File: config.mk
export PLATFORM = sky130hd
export DESIGN_NAME = mcca_front
export DESIGN_NICKNAME = d
export VERILOG_FILES = /design/src/design/assert_macros.svh /design/src/design/mcca_pkg.sv /design/src/design/mcca_front.sv
export SDC_FILE = /design/constraint.sdc
export NUM_CORES = 1
export LEC_CHECK = 0
export ABC_AREA = 1
export BUFFER_PORTS_ARGS = -buffer_cell sky130_fd_sc_hd__buf_2
export CAP_MARGIN = 5
export CELL_PAD_IN_SITES_DETAIL_PLACEMENT = 0
export CELL_PAD_IN_SITES_GLOBAL_PLACEMENT = 1
export CORE_MARGIN = 2
export CORE_UTILIZATION = 40
export CTS_BUF_LIST = sky130_fd_sc_hd__clkbuf_2 sky130_fd_sc_hd__clkbuf_4 sky130_fd_sc_hd__clkbuf_8
export DETAILED_ROUTE_END_ITERATION = 10
export PLACE_DENSITY = 0.84
export SLEW_MARGIN = 20
export SYNTH_ARGS = -nofsm -noshare
export SYNTH_HDL_FRONTEND = slang
export SYNTH_SLANG_ARGS = --single-unit
File: constraint.sdc
create_clock -name aclk -period 6 [get_ports aclk]
set_input_delay 0.3 -clock aclk [delete_from_list [all_inputs] [get_ports aclk]]
set_output_delay 0.3 -clock aclk [all_outputs]
set_load 0.005 [all_outputs]
File: src/design/assert_macros.svh
// Assertion helpers used by the top-level RTL file.
`ifndef ASSERT_MACROS_SVH
`define ASSERT_MACROS_SVH

// Same-cycle implication, disabled while reset is asserted.
`define MCCA_ASSERT_IMPLY(label, clk, rstn, ante, cons) \
    label: assert property (@(posedge clk) disable iff (!(rstn)) (ante) |-> (cons)) \
        else $error("assertion failed");

// Next-cycle implication, disabled while reset is asserted.
`define MCCA_ASSERT_NEXT(label, clk, rstn, ante, cons) \
    label: assert property (@(posedge clk) disable iff (!(rstn)) (ante) |=> (cons)) \
        else $error("assertion failed");

`endif

File: src/design/mcca_pkg.sv
`timescale 1ns / 1ps
`default_nettype none

package mcca_pkg;

    localparam int NUM_CH   = 64;
    localparam int CH_W     = $clog2(NUM_CH);
    localparam int CHX_W    = CH_W + 1;
    localparam int CDEPTH   = 2 * NUM_CH;
    localparam int CADDR_W  = $clog2(CDEPTH);
    localparam int NPAIRS   = NUM_CH * (NUM_CH - 1) / 2;
    localparam int SLOT_W   = $clog2(NPAIRS);
    localparam int PDEPTH   = 2 * NPAIRS;
    localparam int PADDR_W  = $clog2(PDEPTH);
    localparam int VAL_W    = 21;
    localparam int CNT_W    = 32;
    localparam int SUM_W    = 64;
    localparam int CFG_W    = 7;
    localparam int PROD_W   = CH_W + CHX_W;

    localparam logic REG_COV_EN    = 1'b0;
    localparam logic REG_CH_IN_USE = 1'b1;

    localparam logic [2:0] KIND_COUNT  = 3'd0;
    localparam logic [2:0] KIND_SUM    = 3'd1;
    localparam logic [2:0] KIND_SQUARE = 3'd2;
    localparam logic [2:0] KIND_PCOUNT = 3'd3;
    localparam logic [2:0] KIND_PSUM   = 3'd4;

    typedef enum logic [1:0] {
        OP_SAMPLE = 2'd0,
        OP_EOE    = 2'd1,
        OP_READ   = 2'd2,
        OP_CLEAR  = 2'd3
    } op_t;

    typedef struct packed {
        op_t                      op;
        logic [CH_W-1:0]          channel;
        logic                     hg_valid;
        logic signed [VAL_W-1:0]  hg_value;
        logic                     lg_valid;
        logic signed [VAL_W-1:0]  lg_value;
        logic                     read_gain;
        logic [2:0]               read_kind;
        logic [CH_W-1:0]          read_first;
        logic [PADDR_W-1:0]       pair_addr;
        logic                     bad;
    } cmd_t;

    typedef struct packed {
        logic clearing;
    } back_stat_t;

    typedef struct packed {
        logic [1:0] q_count;
    } front_stat_t;

    // Position of pair (a, b), a < b, in the lexicographic pair order.
    function automatic logic [SLOT_W-1:0] pair_slot(input logic [CH_W-1:0] a,
                                                    input logic [CH_W-1:0] b);
        logic [CHX_W-1:0]  rem;
        logic [PROD_W-1:0] prod;
        rem  = CHX_W'(2 * NUM_CH - 1) - {1'b0, a};
        prod = PROD_W'(a) * PROD_W'(rem);
        return SLOT_W'(prod >> 1) + SLOT_W'(b) - SLOT_W'(a) - SLOT_W'(1);
    endfunction

endpackage

`default_nettype wire

File: src/design/mcca_front.sv
`timescale 1ns / 1ps
`default_nettype none

module mcca_front (
    input  wire logic                          aclk,
    input  wire logic                          aresetn,
    input  wire logic [mcca_pkg::CHX_W-1:0]    n_active,
    input  wire mcca_pkg::back_stat_t          back_stat,
    input  wire logic                          s_valid,
    output logic                               s_ready,
    input  wire logic [1:0]                    s_req_type,
    input  wire logic [5:0]                    s_channel,
    input  wire logic                          s_hg_valid,
    input  wire logic signed [20:0]            s_hg_value,
    input  wire logic                          s_lg_valid,
    input  wire logic signed [20:0]            s_lg_value,
    input  wire logic                          s_read_gain,
    input  wire logic [2:0]                    s_read_kind,
    input  wire logic [5:0]                    s_read_first,
    input  wire logic [5:0]                    s_read_second,
    output logic                               q_valid,
    output mcca_pkg::cmd_t                     q_head,
    input  wire logic                          q_pop,
    output mcca_pkg::front_stat_t              front_stat
);
    import mcca_pkg::*;

    cmd_t        q_mem_reg [2];
    logic        wr_ptr_reg;
    logic        rd_ptr_reg;
    logic [1:0]  count_reg;
    cmd_t        cmd_in;
    logic        in_range;
    logic        first_ok;
    logic        pair_ok;
    logic [SLOT_W-1:0] slot;
    logic        push;

    always_comb begin
        in_range = {1'b0, s_channel} < CHX_W'(NUM_CH);
        first_ok = {1'b0, s_read_first} < n_active;
        pair_ok  = (s_read_first < s_read_second) && ({1'b0, s_read_second} < n_active);
        slot     = pair_slot(s_read_first, s_read_second);

        cmd_in.op         = op_t'(s_req_type);
        cmd_in.channel    = s_channel;
        cmd_in.hg_valid   = s_hg_valid && in_range;
        cmd_in.hg_value   = s_hg_value;
        cmd_in.lg_valid   = s_lg_valid && in_range;
        cmd_in.lg_value   = s_lg_value;
        cmd_in.read_gain  = s_read_gain;
        cmd_in.read_kind  = s_read_kind;
        cmd_in.read_first = s_read_first;
        cmd_in.pair_addr  = s_read_gain ? PADDR_W'(slot) + PADDR_W'(NPAIRS)
                                        : PADDR_W'(slot);
        if (s_read_kind == KIND_COUNT || s_read_kind == KIND_SUM ||
                s_read_kind == KIND_SQUARE) begin
            cmd_in.bad = !first_ok;
        end else if (s_read_kind == KIND_PCOUNT || s_read_kind == KIND_PSUM) begin
            cmd_in.bad = !pair_ok;
        end else begin
            cmd_in.bad = 1'b1;
        end
    end

    assign s_ready  = (count_reg != 2'd2) && !back_stat.clearing;
    assign push     = s_valid && s_ready;
    assign q_valid  = count_reg != 2'd0;
    assign q_head   = q_mem_reg[rd_ptr_reg];
    assign front_stat.q_count = count_reg;

    always_ff @(posedge aclk) begin
        if (push) begin
            q_mem_reg[wr_ptr_reg] <= cmd_in;
        end
    end

    always_ff @(posedge aclk) begin
        if (!aresetn) begin
            wr_ptr_reg <= 1'b0;
            rd_ptr_reg <= 1'b0;
            count_reg  <= 2'd0;
        end else begin
            if (push) begin
                wr_ptr_reg <= !wr_ptr_reg;
            end
            if (q_pop) begin
                rd_ptr_reg <= !rd_ptr_reg;
            end
            count_reg <= count_reg + 2'(push) - 2'(q_pop);
        end
    end

endmodule

`default_nettype wire

==> impl_metrics.env <==
export IMPL_path_max_fanout=11
export IMPL_start_util_pct=40.6
export IMPL_grt_pass1_vias=5157
export IMPL_viasPerCell=4.70
export IMPL_fin_nets=985
export IMPL_synthCells=650
export IMPL_drtPass1Iterations=4
export IMPL_power_leakage_nw=4.23
export IMPL_worst_pin_slew_ps=1010
export IMPL_wl_mm=16.2
export IMPL_diodes=0
export IMPL_regToRegSetupSlack_ps=3450
export IMPL_peakVddDrop_mv=0.191
export IMPL_synthTopCellsByArea="edfxtp_1, mux2_2, ha_1"
export IMPL_antenna_found_initial=0
export IMPL_clk_pin_slew_ps=100
export IMPL_clock_sinks=155
export IMPL_synth_most_common_cell="edfxtp_1"
export IMPL_cts_tree="yes"
export IMPL_crit_reg2reg_capture="q_mem_reg[1][39]"
export IMPL_core_area_um2=20200
export IMPL_grt_pass1_wl_mm=25.7
export IMPL_cts_buffers=17
export IMPL_area_growth_pct=18.3
export IMPL_critical_path_endpoint_type="flip-flop"
export IMPL_cp_required_ps=6190
export IMPL_drv_slew=0
export IMPL_io_buffers=158
export IMPL_fin_crit_ps=5040
export IMPL_async_flop_share_pct=0
export IMPL_synth_edf_count=150
export IMPL_ff2ff_path_depth=5
export IMPL_fin_tns_setup_ps=0
export IMPL_cts_hold_buf=0
export IMPL_die_h_um=147
export IMPL_gp_congestion=0.764
export IMPL_hp_start="s_lg_value[0]"
export IMPL_seq_area_frac_synth_pct=56.2
export IMPL_maxCapViolCount=0
export IMPL_hold_path_class="in2reg"
export IMPL_setup_viol=0
export IMPL_cp_start_kind="input port"
export IMPL_ctsHtreeMaxLevel=4
export IMPL_rows=52
export IMPL_rsz0062_at_grt="no"
export IMPL_dieWidth_um=147
export IMPL_ctsResizeCount=0
export IMPL_yosysTopAreaCellShare_pct=54.9
export IMPL_drc=0
export IMPL_cts_root_buf="clkbuf_8"
export IMPL_power_w=0.00338
export IMPL_ys_ff_latch=155
export IMPL_max_freq_ghz=0.198
export IMPL_finalCritPeriodShare_pct=84.0
export IMPL_overflow=0
export IMPL_clk_path_buf_depth=2
export IMPL_maxSlewHeadroom_pct=32.7
export IMPL_routedWlPerCell_um=14.7
export IMPL_fin_skew_ps=16.2
export IMPL_p_per_area_nw_per_um2=348
export IMPL_synth_common_cells="edfxtp_1, inv_1, nand2_1"
export IMPL_synth_distinct_cells=31
export IMPL_io_pins=159
export IMPL_detailroute_via_count=5191
export IMPL_hold_viol_final=0
export IMPL_hold_depth=1
export IMPL_synth_top_area_cell="edfxtp_1"
export IMPL_grtUsageTotal_pct=15.2
export IMPL_status="finished, final reports clean"
export IMPL_avgSynthCellArea_um2=12.6
export IMPL_drive_above_1_share_pct=36.8
export IMPL_dieArea_um2=21700
export IMPL_worstPathArrival_ps=5230
export IMPL_synth_nets=813
export IMPL_path_class="in2reg"
export IMPL_postRouteAntennaNets=0
export IMPL_largest_reg_flops=150
export IMPL_synth_area_um2=8200
export IMPL_ys_warn_count=0
export IMPL_post_cts_setup_buffers=0
export IMPL_whs_endpoint="q_mem_reg[0][23]"
export IMPL_first_iter_violations=200
export IMPL_clk_latency_ps=440
export IMPL_dpl_hpwl_mm=11.9
export IMPL_grt_max_degree=76
export IMPL_r2r_start="front_stat[0]"
export IMPL_synth_ff_type="edfxtp_1"
==> where the power goes <==
group          switching [W]  internal (W)
logic               0.000778      0.000512
registers          0.0000306       0.00134
clock network       0.000415      0.000299
total                0.00122       0.00215
==> worst max-delay path by stage <==
stage	startpoint	endpoint	cells past startpoint
floorplan	s_read_first[0]	q_mem_reg[0][12]	23
global route	s_read_first[1]	q_mem_reg[1][12]	26
detailed placement	s_read_first[1]	q_mem_reg[0][12]	24
CTS	s_read_first[2]	q_mem_reg[0][12]	25
finish	s_read_first[1]	q_mem_reg[0][12]	24
global placement	s_read_first[1]	q_mem_reg[0][12]	24
==> critical path, cell delays in order <==
cell and delay (ps):
buf_2 180, inv_1 280, nand2_1 120, fa_1 510, fa_1 530, fa_1 540
inv_1 40, ha_1 350, nand2_1 100, nand3_1 110, xor2_1 170, fa_1 480
inv_1 40, ha_1 340, a21oi_1 160, o21a_2 160, nand3b_1 100, nand2_2 90
ha_1 160, nand2_1 90, nor2_2 130, nand2_1 60, nor2_1 110, nor2_1 60
==> per-stage QoR <==
stage	hold slack, ps	util (%)	setup WS, ps	std cells	area [µm²]
3_3_place_gp	475	46.2	632	1072	9320
2_1_floorplan	393	-	1020	650	8200
6_report	45.1	48.1	958	1104	9700
4_1_cts	14.2	48.0	980	1103	9690
5_1_grt	0.155	48.1	610	1104	9700
3_5_place_dp	491	46.2	494	1072	9320
==> kinds of logic after synthesis <==
kind of cell             after synthesis  share of synthesized area, %
flip-flops                           155                          56.2
XOR/XNOR                              10                          1.07
multiplexers                          75                          10.3
adder cells (fa/ha/maj)               83                          14.5
buffers and inverters                111                          5.16
AO/OA/AOI/OAI                         34                          2.40
AND/OR/NAND/NOR                      182                          10.4
==> per-layer routing <==
metal,global-route usage [%],vias to the layer above,part of all wire [%]
li1,-,2565,-
met1,18.8,2480,43
met2,26.7,134,50
met3,3.76,12,6.6
met4,4.28,0,0.98
met5,0,-,0
==> layout make-up <==
cell class / instances / area (µm²)
Sequential cell: 155 / 4610
Fill cell: 1845 / 10500
Clock buffer: 17 / 234
Clock inverter: 14 / 131
Tap cell: 270 / 338
Multi-Input combinational cell: 384 / 3190
Inverter: 103 / 387
Timing Repair Buffer: 161 / 816
==> layout by cell type, fill, tap and decap left out, types with 4 or more instances in the layout <==
cell and n:
nand4_1 5, nand3_1 28, clkbuf_8 17, a21oi_1 17, o21ai_0 8, dfxtp_1 4
nor2_1 23, buf_2 158, xor2_1 5, nand2_2 23, fa_1 20, inv_6 7
clkinvlp_4 5, mux2_2 75, xnor2_1 5, inv_1 101, edfxtp_1 150, ha_1 63
nand2_1 86, nand3_2 5
Note: power is estimated with default switching activity, not from simulation.
